**src/rtl/core/dfr_pkg.sv**
```systemverilog
package dfr_pkg;

  localparam int SIZE_BITS_DEFAULT = 31;
  localparam int QUEUE_DEPTH_DEFAULT = 4;

  localparam logic [31:0] DEFAULT_PACKAGE_LIMIT = 32'd67108864;
  localparam logic [7:0] DEFAULT_HEADER_LIMIT = 8'd128;

  localparam logic [7:0] CH_SEMI = 8'h3B;
  localparam logic [7:0] CH_CR = 8'h0D;
  localparam logic [7:0] CH_LF = 8'h0A;
  localparam logic [7:0] CH_SPACE = 8'h20;
  localparam logic [7:0] CH_TAB = 8'h09;

  // configuration register indexes
  localparam logic CFG_PACKAGE_LIMIT = 1'b0;
  localparam logic CFG_HEADER_LIMIT = 1'b1;

  // status codes
  localparam logic [2:0] ST_OK = 3'd0;
  localparam logic [2:0] ST_INVALID = 3'd1;
  localparam logic [2:0] ST_TOO_LARGE = 3'd2;
  localparam logic [2:0] ST_TOO_MANY = 3'd3;
  localparam logic [2:0] ST_CLOSED = 3'd4;

  typedef struct packed {
    logic        kind;
    logic [7:0]  data_byte;
    logic        start_req;
    logic [31:0] prior_length;
    logic [7:0]  prior_headers;
  } in_beat_t;

  typedef struct packed {
    logic       body_valid;
    logic [7:0] body_byte;
    logic       chunk_last;
    logic       message_done;
    logic [2:0] status;
  } out_beat_t;

  typedef struct packed {
    logic        addr;
    logic [31:0] wdata;
  } cfg_beat_t;

  typedef struct packed {
    logic       is_hex;
    logic [3:0] hex_val;
    logic       is_blank;
    logic       is_semi;
    logic       is_cr;
    logic       is_lf;
  } byte_class_t;

  typedef struct packed {
    in_beat_t    beat;
    byte_class_t cls;
  } item_t;

endpackage

```
**src/rtl/core/dfr_chan_if.sv**
```systemverilog
interface dfr_chan_if #(parameter type T = logic);
  logic valid;
  logic ready;
  T     data;

  modport source (output valid, output data, input ready);
  modport sink (input valid, input data, output ready);
endinterface

```
**src/rtl/core/dfr_front.sv**
```systemverilog
module dfr_front (
  dfr_chan_if.sink        din,
  input  logic            q_full,
  output logic            q_push,
  output dfr_pkg::item_t  q_item
);
  import dfr_pkg::*;

  byte_class_t cls;
  logic [7:0] c;

  assign c = din.data.data_byte;

  always_comb begin
    cls = '0;
    if (c >= 8'h30 && c <= 8'h39) begin
      cls.is_hex = 1'b1;
      cls.hex_val = c[3:0];
    end else if ((c >= 8'h61 && c <= 8'h66) || (c >= 8'h41 && c <= 8'h46)) begin
      // a-f and A-F share the low three bits: 1..6 maps to 10..15
      cls.is_hex = 1'b1;
      cls.hex_val = 4'(c[2:0]) + 4'd9;
    end
    cls.is_blank = (c == CH_SPACE) || (c == CH_TAB);
    cls.is_semi = (c == CH_SEMI);
    cls.is_cr = (c == CH_CR);
    cls.is_lf = (c == CH_LF);
  end

  assign din.ready = !q_full;
  assign q_push = din.valid && !q_full;
  assign q_item = '{beat: din.data, cls: cls};

endmodule

```
**src/rtl/core/dfr_fifo.sv**
```systemverilog
module dfr_fifo #(
  parameter int DEPTH = dfr_pkg::QUEUE_DEPTH_DEFAULT
) (
  input  logic           clk,
  input  logic           rst,
  input  logic           push,
  input  dfr_pkg::item_t wr_item,
  output logic           full,
  input  logic           pop,
  output dfr_pkg::item_t rd_item,
  output logic           empty
);
  import dfr_pkg::*;

  localparam int PW = $clog2(DEPTH);
  localparam int CW = $clog2(DEPTH + 1);

  item_t           mem [DEPTH];
  logic [PW-1:0]   wr_ptr;
  logic [PW-1:0]   rd_ptr;
  logic [CW-1:0]   count;

  assign full = (count == CW'(DEPTH));
  assign empty = (count == '0);
  assign rd_item = mem[rd_ptr];

  always_ff @(posedge clk) begin
    if (push) begin
      mem[wr_ptr] <= wr_item;
    end
  end

  always_ff @(posedge clk) begin
    if (rst) begin
      wr_ptr <= '0;
      rd_ptr <= '0;
      count <= '0;
    end else begin
      if (push) begin
        wr_ptr <= (wr_ptr == PW'(DEPTH - 1)) ? '0 : wr_ptr + 1'b1;
      end
      if (pop) begin
        rd_ptr <= (rd_ptr == PW'(DEPTH - 1)) ? '0 : rd_ptr + 1'b1;
      end
      unique case ({push, pop})
        2'b10:   count <= count + 1'b1;
        2'b01:   count <= count - 1'b1;
        default: count <= count;
      endcase
    end
  end

endmodule

```
**src/rtl/core/dfr_back.sv**
```systemverilog
module dfr_back #(
  parameter int SIZE_BITS = dfr_pkg::SIZE_BITS_DEFAULT
) (
  input  logic           clk,
  input  logic           rst,
  input  logic [31:0]    eff_limit,
  input  logic [7:0]     header_limit,
  input  logic           q_empty,
  input  dfr_pkg::item_t q_item,
  output logic           q_pop,
  dfr_chan_if.source     dout
);
  import dfr_pkg::*;

  localparam logic [2:0] PH_SIZE = 3'd0;
  localparam logic [2:0] PH_DATA = 3'd1;
  localparam logic [2:0] PH_BREAK = 3'd2;
  localparam logic [2:0] PH_BREAK_CR = 3'd3;
  localparam logic [2:0] PH_TRAILER = 3'd4;
  localparam logic [2:0] PH_DONE = 3'd5;

  localparam int FL_DIGIT = 0;
  localparam int FL_EXT = 1;
  localparam int FL_CR = 2;
  localparam int FL_CONTENT = 3;

  logic [2:0]           phase, phase_next;
  logic [SIZE_BITS-1:0] chunk_remaining, chunk_remaining_next;
  logic [SIZE_BITS-1:0] size_value, size_value_next;
  logic [3:0]           line_flags, line_flags_next;
  logic [31:0]          total_length, total_length_next;
  logic [7:0]           header_count, header_count_next;
  logic [2:0]           error_code, error_code_next;

  logic                 out_valid;
  out_beat_t            out_data;
  out_beat_t            res;

  // state as seen after an optional restart
  logic [2:0]           b_phase;
  logic [SIZE_BITS-1:0] b_size;
  logic [3:0]           b_flags;
  logic [31:0]          b_total;
  logic [7:0]           b_hcount;
  logic [2:0]           b_err;
  logic [SIZE_BITS-1:0] b_rem;
  logic [SIZE_BITS-1:0] rem_dec;
  logic                 size_over;
  logic                 finish;
  byte_class_t          cls;

  assign cls = q_item.cls;
  assign q_pop = !q_empty && (!out_valid || dout.ready);
  assign dout.valid = out_valid;
  assign dout.data = out_data;

  always_comb begin
    if (q_item.beat.start_req) begin
      b_phase = PH_SIZE;
      b_rem = '0;
      b_size = '0;
      b_flags = '0;
      b_total = q_item.beat.prior_length;
      b_hcount = q_item.beat.prior_headers;
      b_err = ST_OK;
    end else begin
      b_phase = phase;
      b_rem = chunk_remaining;
      b_size = size_value;
      b_flags = line_flags;
      b_total = total_length;
      b_hcount = header_count;
      b_err = error_code;
    end
  end

  // the byte that ends a size line is already counted: total + 1 + size > limit
  assign size_over = ({1'b0, b_total} + 33'(b_size)) >= {1'b0, eff_limit};
  assign rem_dec = (b_rem != '0) ? b_rem - 1'b1 : '0;

  always_comb begin
    phase_next = b_phase;
    chunk_remaining_next = b_rem;
    size_value_next = b_size;
    line_flags_next = b_flags;
    total_length_next = b_total;
    header_count_next = b_hcount;
    error_code_next = b_err;
    finish = 1'b0;
    res = '0;

    if (b_err != ST_OK) begin
      // sticky error: hold everything
    end else if (q_item.beat.kind) begin
      if (b_phase != PH_DONE) begin
        error_code_next = ST_CLOSED;
      end
    end else if (b_phase == PH_DONE) begin
      // drop bytes past the end of the message
    end else if (b_total >= eff_limit) begin
      error_code_next = ST_TOO_LARGE;
    end else begin
      total_length_next = b_total + 32'd1;
      unique case (b_phase)
        PH_SIZE: begin
          priority if (b_flags[FL_EXT]) begin
            finish = cls.is_lf;
          end else if (b_flags[FL_CR]) begin
            if (cls.is_lf) finish = 1'b1;
            else error_code_next = ST_INVALID;
          end else if (!b_flags[FL_DIGIT]) begin
            priority if (cls.is_blank) begin
            end else if (!cls.is_hex) begin
              error_code_next = ST_INVALID;
            end else begin
              size_value_next = SIZE_BITS'(cls.hex_val);
              line_flags_next[FL_DIGIT] = 1'b1;
            end
          end else if (cls.is_hex) begin
            if (b_size[SIZE_BITS-1 -: 4] != 4'd0) begin
              error_code_next = ST_INVALID;
            end else begin
              size_value_next = {b_size[SIZE_BITS-5:0], cls.hex_val};
            end
          end else if (cls.is_semi) begin
            line_flags_next[FL_EXT] = 1'b1;
          end else if (cls.is_cr) begin
            line_flags_next[FL_CR] = 1'b1;
          end else if (cls.is_lf) begin
            finish = 1'b1;
          end else begin
            error_code_next = ST_INVALID;
          end
          if (finish) begin
            line_flags_next = '0;
            priority if (b_size == '0) begin
              phase_next = PH_TRAILER;
            end else if (size_over) begin
              error_code_next = ST_TOO_LARGE;
            end else begin
              chunk_remaining_next = b_size;
              phase_next = PH_DATA;
            end
          end
        end
        PH_DATA: begin
          res.body_valid = 1'b1;
          res.body_byte = q_item.beat.data_byte;
          chunk_remaining_next = rem_dec;
          if (rem_dec == '0) begin
            res.chunk_last = 1'b1;
            phase_next = PH_BREAK;
          end
        end
        PH_BREAK, PH_BREAK_CR: begin
          priority if (cls.is_lf) begin
            phase_next = PH_SIZE;
            size_value_next = '0;
            line_flags_next = '0;
          end else if (cls.is_cr && b_phase == PH_BREAK) begin
            phase_next = PH_BREAK_CR;
          end else begin
            error_code_next = ST_INVALID;
          end
        end
        PH_TRAILER: begin
          priority if (cls.is_lf) begin
            priority if (!b_flags[FL_CONTENT]) begin
              phase_next = PH_DONE;
              res.message_done = 1'b1;
            end else if (b_hcount >= header_limit) begin
              error_code_next = ST_TOO_MANY;
            end else begin
              header_count_next = b_hcount + 8'd1;
            end
            line_flags_next = '0;
          end else if (cls.is_cr && b_flags == 4'd0) begin
            line_flags_next = 4'd0;
            line_flags_next[FL_CR] = 1'b1;
          end else begin
            line_flags_next = 4'd0;
            line_flags_next[FL_CONTENT] = 1'b1;
          end
        end
        default: begin
          phase_next = PH_DONE;
        end
      endcase
    end
    res.status = error_code_next;
  end

  always_ff @(posedge clk) begin
    if (q_pop) begin
      out_data <= res;
    end
  end

  always_ff @(posedge clk) begin
    if (rst) begin
      phase <= PH_SIZE;
      chunk_remaining <= '0;
      size_value <= '0;
      line_flags <= '0;
      total_length <= '0;
      header_count <= '0;
      error_code <= ST_OK;
      out_valid <= 1'b0;
    end else begin
      if (q_pop) begin
        phase <= phase_next;
        chunk_remaining <= chunk_remaining_next;
        size_value <= size_value_next;
        line_flags <= line_flags_next;
        total_length <= total_length_next;
        header_count <= header_count_next;
        error_code <= error_code_next;
        out_valid <= 1'b1;
      end else if (dout.ready) begin
        out_valid <= 1'b0;
      end
    end
  end

endmodule

```
**src/rtl/core/http_chunked_body_deframer.sv**
```systemverilog
// Path: an accepted beat is written into the queue, then parsed by the back end and
// registered into the output register that drives dout.
// Throughput: one beat per cycle while dout takes results, set by the back end's parser update.
// A small queue between front and back absorbs output stalls.
// Reset: synchronous; clears parser state, queue and output register, and loads the
// default package limit and header limit. No memory clearing pass.
module http_chunked_body_deframer #(
  parameter int SIZE_BITS = dfr_pkg::SIZE_BITS_DEFAULT,
  parameter int QUEUE_DEPTH = dfr_pkg::QUEUE_DEPTH_DEFAULT
) (
  input logic        clk,
  input logic        rst,
  dfr_chan_if.sink   din,
  dfr_chan_if.source dout,
  dfr_chan_if.sink   cfg
);
  import dfr_pkg::*;

  logic [31:0] eff_limit;
  logic [7:0]  header_limit;
  logic        q_full;
  logic        q_empty;
  logic        q_push;
  logic        q_pop;
  item_t       q_wr_item;
  item_t       q_rd_item;

  assign cfg.ready = 1'b1;

  // a zero package limit selects the default
  always_ff @(posedge clk) begin
    if (rst) begin
      eff_limit <= DEFAULT_PACKAGE_LIMIT;
      header_limit <= DEFAULT_HEADER_LIMIT;
    end else if (cfg.valid) begin
      unique case (cfg.data.addr)
        CFG_PACKAGE_LIMIT: begin
          eff_limit <= (cfg.data.wdata == 32'd0) ? DEFAULT_PACKAGE_LIMIT : cfg.data.wdata;
        end
        CFG_HEADER_LIMIT: begin
          header_limit <= cfg.data.wdata[7:0];
        end
        default: begin
        end
      endcase
    end
  end

  dfr_front u_front (
    .din    (din),
    .q_full (q_full),
    .q_push (q_push),
    .q_item (q_wr_item)
  );

  dfr_fifo #(
    .DEPTH (QUEUE_DEPTH)
  ) u_fifo (
    .clk     (clk),
    .rst     (rst),
    .push    (q_push),
    .wr_item (q_wr_item),
    .full    (q_full),
    .pop     (q_pop),
    .rd_item (q_rd_item),
    .empty   (q_empty)
  );

  dfr_back #(
    .SIZE_BITS (SIZE_BITS)
  ) u_back (
    .clk          (clk),
    .rst          (rst),
    .eff_limit    (eff_limit),
    .header_limit (header_limit),
    .q_empty      (q_empty),
    .q_item       (q_rd_item),
    .q_pop        (q_pop),
    .dout         (dout)
  );

  a_out_idle_after_reset: assert property (@(posedge clk) rst |=> !dout.valid)
    else $error("result valid right after reset");

  a_done_clean: assert property (@(posedge clk) disable iff (rst)
    dout.valid && dout.data.message_done |->
      dout.data.status == ST_OK && !dout.data.body_valid)
    else $error("message done with payload or error");

  a_last_has_payload: assert property (@(posedge clk) disable iff (rst)
    dout.valid && dout.data.chunk_last |-> dout.data.body_valid)
    else $error("chunk last without payload byte");

  a_payload_ok: assert property (@(posedge clk) disable iff (rst)
    dout.valid && dout.data.body_valid |-> dout.data.status == ST_OK)
    else $error("payload byte carries an error status");

endmodule

```
**src/flat_wrapper.sv**
```systemverilog
// flat-port wrapper written by rule: the top's interface ports become plain ports
module http_chunked_body_deframer_flat import dfr_pkg::*;
#(
  parameter int SIZE_BITS = dfr_pkg::SIZE_BITS_DEFAULT,
  parameter int QUEUE_DEPTH = dfr_pkg::QUEUE_DEPTH_DEFAULT
)
  (clk, rst, din_valid, din_data, din_ready, dout_valid, dout_data, dout_ready, cfg_valid, cfg_data, cfg_ready);
  dfr_chan_if #(.T(in_beat_t)) din_i ();
  dfr_chan_if #(.T(out_beat_t)) dout_i ();
  dfr_chan_if #(.T(cfg_beat_t)) cfg_i ();
  input logic clk;
  input logic rst;
  input wire logic [$bits(din_i.valid)-1:0] din_valid;
  input wire logic [$bits(din_i.data)-1:0] din_data;
  output wire logic [$bits(din_i.ready)-1:0] din_ready;
  output wire logic [$bits(dout_i.valid)-1:0] dout_valid;
  output wire logic [$bits(dout_i.data)-1:0] dout_data;
  input wire logic [$bits(dout_i.ready)-1:0] dout_ready;
  input wire logic [$bits(cfg_i.valid)-1:0] cfg_valid;
  input wire logic [$bits(cfg_i.data)-1:0] cfg_data;
  output wire logic [$bits(cfg_i.ready)-1:0] cfg_ready;
  assign din_i.valid = din_valid;
  assign din_i.data = din_data;
  assign din_ready = din_i.ready;
  assign dout_valid = dout_i.valid;
  assign dout_data = dout_i.data;
  assign dout_i.ready = dout_ready;
  assign cfg_i.valid = cfg_valid;
  assign cfg_i.data = cfg_data;
  assign cfg_ready = cfg_i.ready;
  http_chunked_body_deframer #(.SIZE_BITS(SIZE_BITS), .QUEUE_DEPTH(QUEUE_DEPTH)) u_core (.clk(clk), .rst(rst), .din(din_i), .dout(dout_i), .cfg(cfg_i));
endmodule
```
**config.mk**
```make
export PLATFORM = sky130hd
export DESIGN_NAME = http_chunked_body_deframer_flat
export DESIGN_NICKNAME = d
export VERILOG_FILES = /design/src/rtl/core/dfr_pkg.sv /design/src/rtl/core/dfr_chan_if.sv /design/src/rtl/core/dfr_front.sv /design/src/rtl/core/dfr_fifo.sv /design/src/rtl/core/dfr_back.sv /design/src/rtl/core/http_chunked_body_deframer.sv /design/src/flat_wrapper.sv
export SDC_FILE = /design/constraint.sdc
export NUM_CORES = 1
export LEC_CHECK = 0
export ABC_AREA = 1
export BUFFER_PORTS_ARGS = -buffer_cell sky130_fd_sc_hd__buf_2
export CAP_MARGIN = 10
export CORE_MARGIN = 2
export CORE_UTILIZATION = 55
export CTS_CLUSTER_DIAMETER = 60
export DETAILED_ROUTE_END_ITERATION = 16
export PLACE_DENSITY_LB_ADDON = 0.2
export SLEW_MARGIN = 20
export SYNTH_ARGS = -nofsm -noshare
export SYNTH_HDL_FRONTEND = slang
export SYNTH_SLANG_ARGS = --single-unit
```
**constraint.sdc**
```tcl
create_clock -name clk -period 14.8 [get_ports clk]
set_clock_uncertainty 0.05 [all_clocks]
set_input_delay 0 -clock clk [delete_from_list [all_inputs] [get_ports clk]]
set_output_delay 0 -clock clk [all_outputs]
set_load 0.02 [all_outputs]
```
Word level (Yosys, flattened, before mapping)
Memory sizes are Yosys's and may differ from the RTL's. A register that Yosys moved wholly into a read port is not among the register bits.
Index checks and enable logic that the tools add are counted.
- word-level logic and storage cells: 211
- input port bits: 88
- output and inout bits: 17
- memories: 1
- register bits: 174
- RAM bits: 236
- memory list (name ; depth ; bits a word ; read ports ; clocked after memory_dff ; wr ports ; RTL line ; source):
    u_core.u_fifo.mem ; 4 ; 59 ; 1 ; 1 ; 1 ; dfr_fifo.sv:18 ; item_t mem [DEPTH];
- bitwise operators: 4
- order comparisons: 9
- equality and inequality tests: 16
- muxes and demuxes: 124
- $add $sub $neg: 9
- reduce and logical (&&, ||, !) cells: 30
- operators by type and width (operator ; number):
    31-bit 2-to-1 mux ; 22
    32-bit 2-to-1 mux ; 6
    31-bit one-hot mux with 2 select lines ; 2
    3-bit 2-to-1 mux ; 39
    8-bit 2-to-1 mux ; 9
    31-bit zero test ; 2
    4-bit 2-to-1 mux ; 9
    32-bit by 31-bit adder with 33-bit output ; 1
    33-bit by 32-bit greater-or-equal comparator with 1-bit output ; 1
    32-bit by 1-bit adder with 32-bit output (second input constant) ; 1
    32-bit greater-or-equal comparator ; 1
    32-bit zero test ; 1
    31-bit nonzero test ; 1
    31-bit by 1-bit subtractor with 31-bit output (second input constant) ; 1
    8-bit by 4-bit equality test with 1-bit output (second input constant) ; 3
    1-bit 2-to-1 mux ; 24
    8-bit by 6-bit equality test with 1-bit output (second input constant) ; 2
    8-bit by 7-bit greater-or-equal comparator with 1-bit output (second input constant) ; 2
    8-bit by 7-bit less-or-equal comparator with 1-bit output (second input constant) ; 2
    2-bit 2-to-1 mux ; 6
    3-bit one-hot mux with 4 select lines ; 1
    4-bit one-hot mux with 3 select lines ; 1
    10-bit 2-to-1 mux ; 1
    5-bit 2-to-1 mux ; 2
    30 further kinds ; 52

Longest topological paths before layout
- depth in word-level cells: 18
- gate-level depth with buffers: 43
- mapped depth without buffers: 38

Modules after synthesis
From an unflattened synthesis, not the netlist that was laid out.
- cells, all modules: 3281
- area total of the unflattened synthesis: 25677.1 µm²
- modules (own cells, without submodules) (module ; area each (µm²) ; cells each ; sequential area each (µm²) ; times used):
    dfr_back ; 14191.1 ; 2336 ; 2682.6 ; 1
    dfr_fifo ; 9180.1 ; 630 ; 7267.0 ; 1
    http_chunked_body_deframer ; 1636.6 ; 209 ; 800.8 ; 1
    dfr_front ; 669.4 ; 106 ; 0.0 ; 1

Worst setup path after synthesis
OpenSTA, ideal clock, no wires.
- path type: register to register
- start: register (tool-made name)
- end: register u_core.u_back.chunk_remaining[17]
- data required time: 14.680 ns
- stages on the path, launching flop included: 41
- data arrival time: 5.107 ns
- path buffers: 7
- setup slack: 9.573 ns
- clock period less this slack: 5.227 ns
- library setup time: 0.070 ns
- cell sequence: dfxtp_1 -> buf_6 -> inv_4 -> nand2_2 -> nand3_2 -> nand2_4 -> buf_6 -> buf_12 -> buf_8 -> nand2_1 -> nand2_2 -> ha_1 -> fa_1 -> a21o_1 -> o21ai_1 -> nor2_1 -> nor2_1 -> o21ai_0 -> (+5 left out) -> nand2_1 -> nand2_1 -> ha_1 -> nand2_1 -> inv_1 -> nand3_1 -> nor2_1 -> nand4_1 -> nand2_1 -> nor4_1 -> and2_1 -> buf_2 -> nand3_2 -> buf_2 -> buf_2 -> a21oi_1 -> nand2_1 -> a21oi_1
- RTL lines (item ; RTL line ; source):
    end signal, assigned ; dfr_back.sv:212 ; chunk_remaining <= chunk_remaining_next;
    end, declared ; dfr_back.sv:28 ; logic [SIZE_BITS-1:0] chunk_remaining, chunk_remaining_next;

==> impl_metrics.py <==
metrics = {
    "run_status": {
        "outcome": "finished, final reports clean",
    },
    "route": {
        "dr.pass1.iters": 6,
        "drc": 0,
        "ant_nets": 0,
        "wire_per_inst_um": 20.2,
        "routed_via_density": 6.02,
        "wl_um": 78800,
        "vias": 23435,
        "drtIter0Drc": 2555,
    },
    "critical_path": {
        "crit_type": "reg2reg",
        "critPathArrivalTime_ps": 9000,
        "crit_slowest_cell": "nand3_2",
        "r2r.worst_path.cells": 34,
        "cp.depth": 34,
        "crit_family": "simple AND/OR/NAND/NOR gates",
        "max_stage_delay_ps": 970,
        "critPathBufInv": 4,
        "end_kind": "register",
        "crit_fanout": 75,
        "cp-start-kind": "register",
        "required_ps": 15220,
        "path_common_cell": "nand2_1",
    },
    "floorplanning": {
        "core_area_sq_um": 45100,
        "start_util": 0.553,
        "die_x_um": 217,
        "rows": 78,
        "ios": 105,
        "die_y_um": 217,
        "die-area_sq_um": 47000,
    },
    "global_routing": {
        "grt_max_degree": 91,
        "grt_pass1_vias": 21874,
        "grt_pass1_wl_um": 122000,
        "grt_use_total": 0.329,
        "antenna_found_initial": 0,
        "grt_overflow": 0,
    },
    "logic_synthesis": {
        "yosysTopAreaCellShare": 0.301,
        "synth_most_common_cell": "nand2_1",
        "synth_area_sq_um": 24900,
        "yosys_most_used_dff": "edfxtp_1",
        "synth_area_leaders": "edfxtp_1 30%, dfxtp_1 13%, nand2_1 9.2%",
        "synthTopCellsByCount": "610 x nand2_1, 323 x a21oi_1, 301 x o21ai_0",
        "ys_seq_area_frac": 0.431,
        "syn-mean-instance-area_sq_um": 8.00,
        "ys_seq_elements": 412,
        "synth_edf_count": 250,
        "synth_fp_nets": 3320,
        "synthCells": 3115,
        "ys_warn_count": 0,
        "synth_cell_types": 61,
        "yosysTopAreaCell": "edfxtp_1",
        "async_reset_ff_frac": 0,
    },
    "timing": {
        "max_freq_mhz": 117,
        "fin_crit_ps": 8570,
        "rsz0062_at_grt": "no",
        "setup_tns_ps": 0,
        "slew_headroom": 0.256,
        "worst_pin_slew_ps": 1110,
        "slew_violations": 0,
        "finalHoldViolations": 0,
        "timing.final.crit_share": 0.579,
        "setup_viol": 0,
    },
    "placed_design": {
        "portBuffers": 103,
        "gp_congestion": 0.970,
        "hpwl_um": 52200,
    },
    "clocking": {
        "cts_post_setup_buffers_inserted": 0,
        "htree_levels": 2,
        "cts_tree": "done",
        "clock_tree.root_cell": "clkbuf_16",
        "cts_sinks": 412,
        "clockBufferDepth": 3,
        "clk_pin_slew_ps": 60,
        "cts_buffers": 48,
        "insertion_delay_ps": 600,
        "ctsResizeCount": 0,
    },
    "worst_hold_path": {
        "holdPathStages": 3,
        "hold_class": "in2reg",
        "min_from": "din_valid",
    },
    "finish": {
        "fillerInstances": 3911,
        "num_antenna_cells": 0,
        "nNetsFinal": 3461,
        "drive_gt1_frac": 0.0965,
        "syn2layout_area_growth_pct": 13.5,
    },
    "run": {
        "maxCapViolCount": 0,
    },
}
-- kinds of logic after synthesis --
group | Yosys count | share of synthesized area
and+or+nand+nor | 1225 | 0.214
AOI/OAI and AO/OA | 850 | 0.194
buffers and inverters | 444 | 0.0780
DFF | 412 | 0.431
adders and majority gates | 117 | 0.0593
xor gates and xnor gates | 66 | 0.0232
other | 1 | 0.000150
-- final timing paths --
path	endpoint	slack [ps]
max	u_core.u_back.chunk_remaining[20]	6230
min	u_core.u_fifo.wr_ptr[1]	20
min reg2reg	u_core.u_fifo.count[0]	410
max reg2reg	u_core.u_back.chunk_remaining[20]	6230
-- cell type report --
type | count | area, sq um | area share
clock buffers | 70 | 1340 | 0.0472
clock inverters | 19 | 178 | 0.00628
inverters | 291 | 1100 | 0.0388
multi-input cells | 2259 | 12300 | 0.434
flip-flops and latches | 412 | 10800 | 0.380
well taps | 600 | 751 | 0.0265
repair buffers | 244 | 1880 | 0.0665
-- sequential cells by signal, indices dropped and copies added, names as in the netlist, named ones only --
register and cells:
u_core.u_fifo.mem 236, u_core.eff_limit 32, u_core.u_back.total_length 32, u_core.u_back.chunk_remaining 31
u_core.u_back.size_value 31, u_core.u_back.dout.data 14, u_core.header_limit 8, u_core.u_back.header_count 8
u_core.u_back.line_flags 4, u_core.u_back.error_code 3, u_core.u_back.phase 3, u_core.u_fifo.count 3
u_core.u_fifo.rd_ptr 2, u_core.u_fifo.wr_ptr 2, u_core.u_back.dout.valid 1
-- per-stage QoR --
step	hold slack [ps]	worst slack [ps]	area [sq um]	cells	utilization
2_1_floorplan	48.9	9570	24900	3115	-
3_3_place_gp	160	6790	25600	3690	0.568
3_5_place_dp	164	6460	25600	3690	0.568
4_1_cts	5.17	6450	28300	3894	0.627
5_1_grt	69.0	5520	28300	3895	0.627
6_report	22.1	6230	28300	3895	0.627
-- metal layers --
metal	part of all wire	up-vias	wire, um	GRT usage
li1	-	11117	-	-
met1	0.42	11077	33300	0.449
met2	0.46	1038	35900	0.523
met3	0.079	203	6220	0.0528
met4	0.043	0	3390	0.140
met5	0	-	0	0
-- placed cells by master (no fill, tap or decap), drive strengths merged, types with 13 or more instances in the layout --
| master | instances |
|---|---|
| a21oi | 323 |
| o22ai | 48 |
| o211ai | 28 |
| dfxtp | 162 |
| edfxtp | 250 |
| ha | 115 |
| buf | 129 |
| nor2 | 329 |
| nor3 | 33 |
| a221oi | 13 |
| a31oi | 34 |
| a211oi | 15 |
| nor4 | 16 |
| inv | 294 |
| xor2 | 46 |
| clkbuf | 70 |
| clkinv | 13 |
| nand2 | 633 |
| o21ai | 335 |
| nand4 | 79 |
| xnor2 | 20 |
| nand3 | 125 |
| dlygate4sd3 | 115 |
-- worst reg2reg max path: cells and delay by family (launching register included) --
kind	cells	cell delay [ps]
and+or+nand+nor	18	3670
AOI/OAI and AO/OA	9	2030
buffers and inverters	4	1310
adders and majority gates	3	720
DFF	1	670
-- what timing repair did --
item | 4_1_cts | 5_1_grt
setup endpoints to repair | 0 | 0
hold buffers | 115 | 0
hold endpoints to repair | 273 | 0
Power is left out: the tool's default activity adds up to more than one toggle a clock period on the data nets, which glitch-free logic cannot reach.
